## src/rtl/pts_pkg.sv

```systemverilog
// ----------------------------------------------------------------------------
// pts_pkg
// shared types and constants of the periodic task scheduler (rm / edf)
// ----------------------------------------------------------------------------
package pts_pkg;

	localparam int MAX_TASKS  = 16;
	localparam int TIME_WIDTH = 32;
	localparam int IDX_W      = $clog2(MAX_TASKS);
	localparam int CNT_W      = $clog2(MAX_TASKS + 1);
	localparam int WORK_W     = 16;
	localparam int ADDR_W     = 3;

	localparam logic [1:0] KIND_TICK    = 2'd0;
	localparam logic [1:0] KIND_WRITE   = 2'd1;
	localparam logic [1:0] KIND_RESTART = 2'd2;

	localparam logic [0:0] REG_MODE  = 1'b0;
	localparam logic [0:0] REG_COUNT = 1'b1;

	typedef struct packed {
		logic [1:0]        kind;
		logic [3:0]        task_index;
		logic [WORK_W-1:0] burst_time;
		logic [WORK_W-1:0] period;
		logic [WORK_W-1:0] rel_deadline;
	} req_t;

	typedef struct packed {
		logic        run_valid;
		logic [3:0]  run_task;
		logic [31:0] tick_time;
	} res_t;

	typedef struct packed {
		logic [WORK_W-1:0] burst;
		logic [WORK_W-1:0] period;
		logic [WORK_W-1:0] rel_deadline;
	} task_cfg_t;

	typedef struct packed {
		logic [WORK_W-1:0]     remaining;
		logic [TIME_WIDTH-1:0] next_release;
		logic [TIME_WIDTH-1:0] abs_deadline;
	} task_run_t;

	typedef enum logic [1:0] {
		ST_IDLE,
		ST_SCAN,
		ST_FIN
	} state_t;

endpackage

```

## src/rtl/periodic_task_scheduler_rm_edf.sv

```systemverilog
// ----------------------------------------------------------------------------
// periodic_task_scheduler_rm_edf
// tick-driven scheduler for periodic tasks, rate monotonic or earliest deadline
// first, with the task table held in two synchronous memories
// ----------------------------------------------------------------------------
// channel   direction  handshake            payload
// req       in         req_valid/req_ready  req_t (kind, task_index, burst_time,
//                                           period, rel_deadline)
// res       out        res_valid/res_ready  res_t (run_valid, run_task, tick_time)
// apb       in/out     psel/penable/pready  mode at 0x0, task_count at 0x4
//
// a tick request keeps req_ready low until the tick is done; the scan covers
// task_count entries, saturated at 16: one entry of the run-state memory is
// read per cycle and evaluated and written back in the next cycle; once no
// read is pending the scan closes, then the chosen task is written once more
// and the result stored; write and restart requests leave req_ready high
// reset clears time, mode and the per-entry valid bits and sets task_count to 1,
// so the run state reads as zero without a clearing pass
// a finished tick waits in the final state while the result register is still
// full; new requests are taken while a result waits
// ----------------------------------------------------------------------------
module periodic_task_scheduler_rm_edf import pts_pkg::*; (
	input  logic              clk,
	input  logic              arst_n,
	input  logic              req_valid,
	output logic              req_ready,
	input  req_t              req,
	output logic              res_valid,
	input  logic              res_ready,
	output res_t              res,
	input  logic              psel,
	input  logic              penable,
	input  logic              pwrite,
	input  logic [ADDR_W-1:0] paddr,
	input  logic [31:0]       pwdata,
	output logic [31:0]       prdata,
	output logic              pready
);

	state_t state_q, state_d;

	logic                  mode_q;
	logic [4:0]            task_count_q;
	logic [TIME_WIDTH-1:0] now_q;

	task_cfg_t cfg_mem [MAX_TASKS];
	task_run_t run_mem [MAX_TASKS];
	logic [MAX_TASKS-1:0] vld_q;

	logic [CNT_W-1:0] idx_q;
	logic [CNT_W-1:0] cnt_sat;
	logic             rd_en;
	logic             rd_s1;
	logic [IDX_W-1:0] addr_s1;
	task_cfg_t        cfg_s1;
	task_run_t        run_raw_s1;
	logic             vld_s1;

	logic                  found_q;
	logic [IDX_W-1:0]      best_idx_q;
	logic [TIME_WIDTH-1:0] best_key_q;
	task_run_t             best_row_q;

	task_run_t             row_in;
	task_run_t             row_new;
	logic                  release_hit;
	logic [TIME_WIDTH-1:0] key;
	logic                  cand;

	logic                  fin_go;
	logic                  wr_en;
	logic [IDX_W-1:0]      wr_addr;
	task_run_t             wr_data;

	logic req_acc, cfg_wr;

	res_t res_q;
	logic res_valid_q;

	assign pready  = 1'b1;
	assign cfg_wr  = psel && penable && pwrite && pready;
	assign req_acc = req_valid && req_ready;

	always_comb begin
		prdata = '0;
		unique case (paddr[2])
			REG_MODE:  prdata = {31'b0, mode_q};
			REG_COUNT: prdata = {27'b0, task_count_q};
			default:   prdata = '0;
		endcase
	end

	assign cnt_sat = (task_count_q > 5'(MAX_TASKS)) ? CNT_W'(MAX_TASKS)
	                                                : CNT_W'(task_count_q);

	// control
	always_ff @(posedge clk or negedge arst_n) begin
		if (!arst_n) begin
			state_q <= ST_IDLE;
		end else begin
			state_q <= state_d;
		end
	end

	always_comb begin
		state_d   = state_q;
		req_ready = 1'b0;
		rd_en     = 1'b0;
		fin_go    = 1'b0;
		unique case (state_q)
			ST_IDLE: begin
				req_ready = 1'b1;
				if (req_valid && req.kind == KIND_TICK) begin
					state_d = ST_SCAN;
				end
			end
			ST_SCAN: begin
				rd_en = (idx_q < cnt_sat);
				if (!rd_en && !rd_s1) begin
					state_d = ST_FIN;
				end
			end
			ST_FIN: begin
				fin_go = !res_valid_q || res_ready;
				if (fin_go) begin
					state_d = ST_IDLE;
				end
			end
			default: state_d = ST_IDLE;
		endcase
	end

	// evaluation of the entry read in the previous cycle
	always_comb begin
		row_in      = vld_s1 ? run_raw_s1 : '0;
		release_hit = (row_in.next_release == now_q);
		row_new     = row_in;
		if (release_hit) begin
			row_new.remaining    = cfg_s1.burst;
			row_new.next_release = row_in.next_release + TIME_WIDTH'(cfg_s1.period);
			row_new.abs_deadline = now_q + TIME_WIDTH'(mode_q ? cfg_s1.rel_deadline
			                                                  : cfg_s1.period);
		end
		key  = mode_q ? row_new.abs_deadline : TIME_WIDTH'(cfg_s1.period);
		cand = (row_new.remaining != '0) && (!found_q || key < best_key_q);
	end

	always_comb begin
		wr_en   = 1'b0;
		wr_addr = addr_s1;
		wr_data = row_new;
		if (state_q == ST_SCAN && rd_s1) begin
			wr_en = 1'b1;
		end else if (state_q == ST_FIN && fin_go && found_q) begin
			wr_en             = 1'b1;
			wr_addr           = best_idx_q;
			wr_data           = best_row_q;
			wr_data.remaining = best_row_q.remaining - WORK_W'(1);
		end
	end

	// memories
	always_ff @(posedge clk) begin
		if (req_acc && req.kind == KIND_WRITE) begin
			cfg_mem[req.task_index] <= '{req.burst_time, req.period, req.rel_deadline};
		end
		if (wr_en) begin
			run_mem[wr_addr] <= wr_data;
		end
		cfg_s1     <= cfg_mem[idx_q[IDX_W-1:0]];
		run_raw_s1 <= run_mem[idx_q[IDX_W-1:0]];
		vld_s1     <= vld_q[idx_q[IDX_W-1:0]];
		addr_s1    <= idx_q[IDX_W-1:0];
	end

	// state and control registers
	always_ff @(posedge clk or negedge arst_n) begin
		if (!arst_n) begin
			mode_q       <= 1'b0;
			task_count_q <= 5'd1;
			now_q        <= '0;
			vld_q        <= '0;
			idx_q        <= '0;
			rd_s1        <= 1'b0;
			found_q      <= 1'b0;
			res_valid_q  <= 1'b0;
		end else begin
			if (cfg_wr) begin
				unique case (paddr[2])
					REG_MODE:  mode_q       <= pwdata[0];
					REG_COUNT: task_count_q <= pwdata[4:0];
					default:   mode_q       <= mode_q;
				endcase
			end
			rd_s1 <= rd_en;
			if (rd_en) begin
				idx_q <= idx_q + CNT_W'(1);
			end
			if (wr_en) begin
				vld_q[wr_addr] <= 1'b1;
			end
			if (req_acc) begin
				unique case (req.kind)
					KIND_TICK: begin
						idx_q   <= '0;
						found_q <= 1'b0;
					end
					KIND_WRITE:   vld_q[req.task_index] <= 1'b0;
					KIND_RESTART: begin
						vld_q <= '0;
						now_q <= '0;
					end
					default: ;
				endcase
			end
			if (state_q == ST_SCAN && rd_s1 && cand) begin
				found_q <= 1'b1;
			end
			if (fin_go) begin
				res_valid_q <= 1'b1;
				now_q       <= now_q + TIME_WIDTH'(1);
			end else if (res_valid_q && res_ready) begin
				res_valid_q <= 1'b0;
			end
		end
	end

	// best candidate and result payload
	always_ff @(posedge clk) begin
		if (state_q == ST_SCAN && rd_s1 && cand) begin
			best_idx_q <= addr_s1;
			best_key_q <= key;
			best_row_q <= row_new;
		end
		if (fin_go) begin
			res_q.run_valid <= found_q;
			res_q.run_task  <= found_q ? 4'(best_idx_q) : 4'd0;
			res_q.tick_time <= 32'(now_q);
		end
	end

	assign res_valid = res_valid_q;
	assign res       = res_q;

endmodule

```

## config.mk

```make
export PLATFORM = sky130hd
export DESIGN_NAME = periodic_task_scheduler_rm_edf
export DESIGN_NICKNAME = d
export VERILOG_FILES = /design/src/rtl/pts_pkg.sv /design/src/rtl/periodic_task_scheduler_rm_edf.sv
export SDC_FILE = /design/constraint.sdc
export NUM_CORES = 2
export LEC_CHECK = 0
export BUFFER_PORTS_ARGS = -buffer_cell sky130_fd_sc_hd__buf_2
export CELL_PAD_IN_SITES_DETAIL_PLACEMENT = 1
export CELL_PAD_IN_SITES_GLOBAL_PLACEMENT = 2
export CORE_ASPECT_RATIO = 1.1
export CORE_UTILIZATION = 50
export DETAILED_ROUTE_END_ITERATION = 8
export PLACE_DENSITY = 0.8
export SYNTH_ARGS = -nofsm -noshare
export SYNTH_HDL_FRONTEND = slang
export SYNTH_SLANG_ARGS = --single-unit
```

## constraint.sdc

```tcl
create_clock -name clk -period 13.9 [get_ports clk]
set_input_delay 1.39 -clock clk [delete_from_list [all_inputs] [get_ports clk]]
set_output_delay 1.39 -clock clk [all_outputs]
set_load 0.005 [all_outputs]
```

== Word-level counts from Yosys, hierarchy flattened ==
Memories as Yosys holds them, arrays and structs flattened. A register that Yosys moved wholly into a read port is not among the register bits.
Cells that the tools add are included.

* Add/subtract/negate cells: 5
* Order comparisons: 8
* Equality and inequality tests: 8
* Muxes and demuxes: 43
* Bitwise logic cells: 4
* Reductions and logical operators: 33

{| class="wikitable"
|+ Operator list
! kind !! count
|-
| 80-bit two-way mux || 4
|-
| 32-bit two-way mux || 4
|-
| 32-bit by 16-bit adder with 32-bit output || 2
|-
| 32-bit case mux with 2 select lines || 1
|-
| 16-bit two-way mux || 3
|-
| 32-bit by 1-bit adder with 32-bit output (second input constant) || 1
|-
| 32-bit equality test || 1
|-
| 32-bit less-than comparator || 1
|-
| 16-bit case mux with 2 select lines || 1
|-
| 5-bit two-way mux || 4
|-
| 1-bit two-way mux || 17
|-
| 16-bit AND || 1
|-
| 16-bit NOT || 1
|-
| 16-bit bitwise OR || 1
|-
| 16-bit nonzero test || 1
|-
| 16-bit by 1-bit subtractor with 16-bit output (second input constant) || 1
|-
| 4-bit by 5-bit less-than comparator with 1-bit output (second input constant) || 3
|-
| 1-bit logical AND || 14
|-
| 2-bit nonzero test || 5
|-
| 1-bit demux with 4-bit select || 2
|-
| 4-bit by 1-bit greater-or-equal comparator with 1-bit output (second input constant) || 2
|-
| 4-bit two-way mux || 2
|-
| 2-bit AND reduction || 4
|-
| 2-bit two-way mux || 3
|-
| other kinds (13) || 22
|}

* Bits in registers: 222
* Memory bits (writable): 2,048
* Input port bits: 96
* Output and inout bits: 72
* Word-level logic and storage cells: 122
* Memories kept: 2

{| class="wikitable"
|+ Memories
! name !! words !! width !! rd ports !! clocked after memory_dff !! write ports !! RTL line !! source
|-
| run_mem || 16 || 80 || 1 || 1 || 1 || periodic_task_scheduler_rm_edf.sv:47 || <nowiki>task_run_t run_mem [MAX_TASKS];</nowiki>
|-
| cfg_mem || 16 || 48 || 1 || 1 || 1 || periodic_task_scheduler_rm_edf.sv:46 || <nowiki>task_cfg_t cfg_mem [MAX_TASKS];</nowiki>
|}

== Depth between registers and ports, before layout ==
* Depth after elaboration: 16
* Gate-level depth with buffers: 22

== Least setup slack after synthesis ==
No wires, ideal clock.

* Kind: register -> register
* From: register mode_q
* To: register best_idx_q[0], enable pin
* Arrival: 10.623 ns
* Setup slack: 2.617 ns
* Stages on the path, launching flop included: 20
* Buffers on the path: 2
* Period minus slack after synthesis: 11.283 ns
* Cells stage by stage: dfrtp_1 -> clkbuf_1 -> buf_1 -> mux2_2 -> ha_1 -> o21ai_0 -> o21ai_0 -> nand2_1 -> o311ai_0 -> xnor2_1 -> o21ai_0 -> mux2_2 -> ha_1 -> o21a_1 -> a2111oi_0 -> a21oi_1 -> a211oi_1 -> o21ai_0 -> a2111o_1 -> a31oi_1

{| class="wikitable"
|+ RTL lines
! what !! RTL line !! source
|-
| start, declared || periodic_task_scheduler_rm_edf.sv:42 || <nowiki>logic mode_q;</nowiki>
|-
| start signal, assigned || periodic_task_scheduler_rm_edf.sv:190 || <nowiki>REG_MODE: mode_q <= pwdata[0];</nowiki>
|-
| start signal, assigned || periodic_task_scheduler_rm_edf.sv:192 || <nowiki>default: mode_q <= mode_q;</nowiki>
|-
| end signal, assigned || periodic_task_scheduler_rm_edf.sv:231 || <nowiki>best_idx_q <= addr_s1;</nowiki>
|-
| end, declared || periodic_task_scheduler_rm_edf.sv:60 || <nowiki>logic [IDX_W-1:0] best_idx_q;</nowiki>
|}

==> flow_summary.yaml <==
clock_tree:
  numCtsBuffers: 227
  cts_root_buf: "clkbuf_16"
  insertion_delay_ns: 0.89
  tritoncts: "done"
  cts.sinks: 2398
  cts_hold_buffers: 0
  htree_levels: 4
  cts_setup_buffers: 0
  clockBufferDepth: 3
  clk_pin_slew_worst_paths_ns: 0.06
  cts_resized: 0
pwr:
  clockPowerShare_pct: 29.0
  p_sw_share_pct: 30.2
  p_comb_share_pct: 25.2
  power_density_nw_per_um2: 205
  p_leak_nw: 34.0
  p_switching_mw: 6.52
  power_mw: 21.6
  internal_power_mw: 15.1
  seqPwrFrac_pct: 45.8
  ir_drop_v: 0.000171
timing:
  fin_crit_sh_pct: 52.4
  fmax_mhz: 137
  fin_skew_ns: 0.0557
  setup_tns_ns: 0
  fin_crit_ns: 7.28
  rsz0062_at_grt: "no"
  whs_ns: 0.506
  relSlewSlack_pct: 14.3
  hold_viol: 0
  fin_ws_ns: 6.62
  slew_violations: 0
  finalSetupViolations: 0
  worst_pin_slew_ns: 1.29
global_routing:
  grt_overflow: 0
  grt_max_degree: 133
  antenna_found_initial: 11
  grt_pass1_vias: 49400
  track_usage_pct: 24.8
  grt_pass1_wl_um: 341000
place:
  place_ws_ns: 6.74
  dpl.hpwl_um: 131000
  place.gp.congestion: 0.817
  placed_area_sq_um: 97800
  io_buffers: 110
yosys:
  yosysUniqueCellTypes: 77
  seq_area_frac_synth_pct: 74.8
  async_reset_ff_share_pct: 2.67
  avgSynthCellArea_sq_um: 20.4
  synth_edf_count: 2201
  netlist_area_sq_um: 94100
  yosys_warnings: 0
  ys.flop_type: "edfxtp_1"
  ys_ff_latch: 2398
  synth_cells: 4617
worst_setup_path:
  max_stage_delay_ns: 0.82
  worstPathCellList: "buf_4 > mux2_2 > ha_1 > o21ai_0 > o21ai_0 > nand2_1 > o311ai_0 > xnor2_1 > o21ai_0 > mux2_2 > ha_1 > o21a_1 > a2111oi_0 > a21oi_1 > a211oi_1 > o21ai_0 > a2111o_1 > a31oi_4 > buf_4"
  rr_endpoint: "best_key_q[22]$_DFFE_PP_"
  crit_path_start: "mode_q$_DFFE_PN0P_"
  crit_type: "reg -> reg"
  worstPathRequired_ns: 14.37
  r2r_setup_slack_ns: 6.62
  crit_end: "best_key_q[22]$_DFFE_PP_"
  reg2reg_depth: 19
  arrival_ns: 7.75
  path_buf_inv: 2
  timing.rr.start: "mode_q$_DFFE_PN0P_"
  slowest_stage: "buf_4"
  startpoint_type: "flip-flop"
  cpMostUsedCell: "o21ai_0"
  worstSetupEndpointType: "flip-flop"
  crit_family: "compound AO/OA/AOI/OAI gates"
  crit_cells: 19
  crit_fanout: 64
floorplanning:
  dieArea_sq_um: 190000
  io_pins: 168
  core_sq_um: 187000
  floorplan.initialDensity_pct: 50.5
  rows: 166
  fp.dieW_um: 416
  fp.dieH_um: 457
cells_and_area:
  area_growth_pct: 12.0
  final_nets: 4980
  final_area_sq_um: 105000
  fill_cells: 16000
  multiInputGateArea_sq_um: 22700
  drive_gt1_share_pct: 26.1
  area.sequential_sq_um: 70400
route:
  wl_met1_um: 91800
  routed_wl_um: 234000
  dr_wl_met2_um: 123000
  drt_iter0_drc: 4446
  wl_per_cell_um: 31.3
  post-route-drc-count: 0
  first_pass_iters: 7
  met3_wirelength_um: 12900
  top_layer_used: "met5"
  vias: 46300
  drtAntennaViolNets: 0
  vias_per_cell: 6.21
worst_hold_path:
  hold_path.class: "reg -> reg"
status:
  status: "completed"
flow_run:
  cap_violations: 0
==> synthesized netlist by cell type (8+ instances only) <==
| cell | count | area share (%) |
|---|---|---|
| o21a_1 | 19 | 0.15 |
| dfrtp_1 | 63 | 1.7 |
| a31oi_1 | 31 | 0.21 |
| a21o_1 | 21 | 0.17 |
| o211ai_1 | 11 | 0.088 |
| a21oi_1 | 84 | 0.45 |
| buf_1 | 63 | 0.25 |
| edfxtp_1 | 2201 | 70 |
| buf_2 | 16 | 0.085 |
| buf_4 | 30 | 0.24 |
| nor3_1 | 33 | 0.18 |
| inv_1 | 77 | 0.31 |
| nand2b_1 | 15 | 0.10 |
| o21ai_0 | 116 | 0.62 |
| nand3_1 | 87 | 0.46 |
| mux4_2 | 645 | 15 |
| xor2_1 | 39 | 0.36 |
| nor2b_1 | 8 | 0.053 |
| mux2i_1 | 12 | 0.13 |
| o22ai_1 | 17 | 0.11 |
| and3_1 | 23 | 0.15 |
| mux2_2 | 48 | 0.57 |
| o31ai_1 | 17 | 0.14 |
| and2_1 | 36 | 0.24 |
| a22oi_1 | 8 | 0.064 |
| a211oi_1 | 17 | 0.14 |
| nand4b_1 | 14 | 0.13 |
| or3_1 | 11 | 0.073 |
| nor4_1 | 13 | 0.086 |
| ha_1 | 73 | 0.97 |
| nor2_1 | 161 | 0.64 |
| nand2_1 | 171 | 0.68 |
| clkbuf_1 | 159 | 0.63 |
| xnor2_1 | 40 | 0.37 |
| nand4_1 | 23 | 0.15 |
| dfxtp_1 | 133 | 2.8 |
==> sequential cells by signal, summed over array words and instances (netlist names), 2 cells and up <==
| name | flops |
|---|---|
| task_count_q | 5 |
| state_q | 2 |
| best_row_q | 80 |
| run_raw_s1 | 80 |
| vld_q | 16 |
| best_key_q | 32 |
| idx_q | 5 |
| run_mem | 1280 |
| best_idx_q | 4 |
| addr_s1 | 4 |
| res | 37 |
| cfg_mem | 768 |
| cfg_s1 | 48 |
| now_q | 32 |
==> layer usage <==
metal	GRT usage [%]	up-vias
met3	3.36	373
met4	7.34	10
met5	0	-
li1	-	19300
met1	32.4	25000
met2	43.5	1558
==> worst min-delay path by stage <==
stage / startpoint / end / slack, ns / cells after the start
after floorplan: idx_q[0]$_DFF_PN0_ / addr_s1[0]$_DFF_P_ / 0.37 / 0
after global placement: addr_s1[2]$_DFF_P_ / best_idx_q[2]$_DFFE_PP_ / 0.47 / 0
after detailed placement: addr_s1[2]$_DFF_P_ / best_idx_q[2]$_DFFE_PP_ / 0.48 / 0
after CTS: addr_s1[2]$_DFF_P_ / best_idx_q[2]$_DFFE_PP_ / 0.50 / 0
after global routing: addr_s1[2]$_DFF_P_ / best_idx_q[2]$_DFFE_PP_ / 0.51 / 0
final: addr_s1[2]$_DFF_P_ / best_idx_q[2]$_DFFE_PP_ / 0.51 / 0
==> power groups by stage <==
stage	registers [mW]	clock network, mW	logic [mW]
floorplan	9.66	0	3.90
global placement	10.0	0	5.24
detailed placement	10.0	0	5.46
CTS	9.89	6.36	5.49
global route	9.91	6.59	5.86
finish	9.88	6.26	5.45
==> cells by family (layout without fill, tap and decap cells) <==
kind of cell / after synthesis / after routing / share of synthesized area (%)
XOR/XNOR: 79 / 79 / 0.735
AO/OA/AOI/OAI: 395 / 395 / 2.66
flip-flops: 2398 / 2398 / 74.8
AND/OR/NAND/NOR: 616 / 616 / 3.14
other: 2 / 35 / 0.00798
buffers and inverters: 347 / 716 / 1.53
adder cells (fa/ha/maj): 75 / 75 / 1.01
multiplexers: 705 / 705 / 16.1
==> per-stage QoR <==
stage	instances	util, %
global route	7449	56.5
CTS	7448	56.5
global placement	7016	52.4
finish	7455	56.5
floorplan	4643	-
detailed placement	7016	52.4
==> layout make-up <==
cell class,count,share of cell area (%)
flip-flops and latches,2398,66.8
diodes,7,0.0166
inverters,77,0.274
multi-input cells,1898,21.5
clock buffers,322,6.06
well taps,2436,2.89
repair buffers,207,1.32
clock inverters,110,1.13
==> cells in the final DEF (no fill, tap or decap), types with 48 or more instances in the layout <==
cell type	netlist	layout
dfxtp_1	133	132
a21oi_1	84	84
mux4_2	645	645
clkbuf_1	159	64
nor2_1	161	128
o21ai_0	116	116
dfrtp_1	63	58
edfxtp_1	2201	2201
clkbuf_16	0	231
ha_1	73	73
nand3_1	87	87
nand2_1	171	170
inv_1	77	76
buf_4	30	89
mux2_2	48	48
buf_2	16	109
Power figures use the tool's default switching activity.
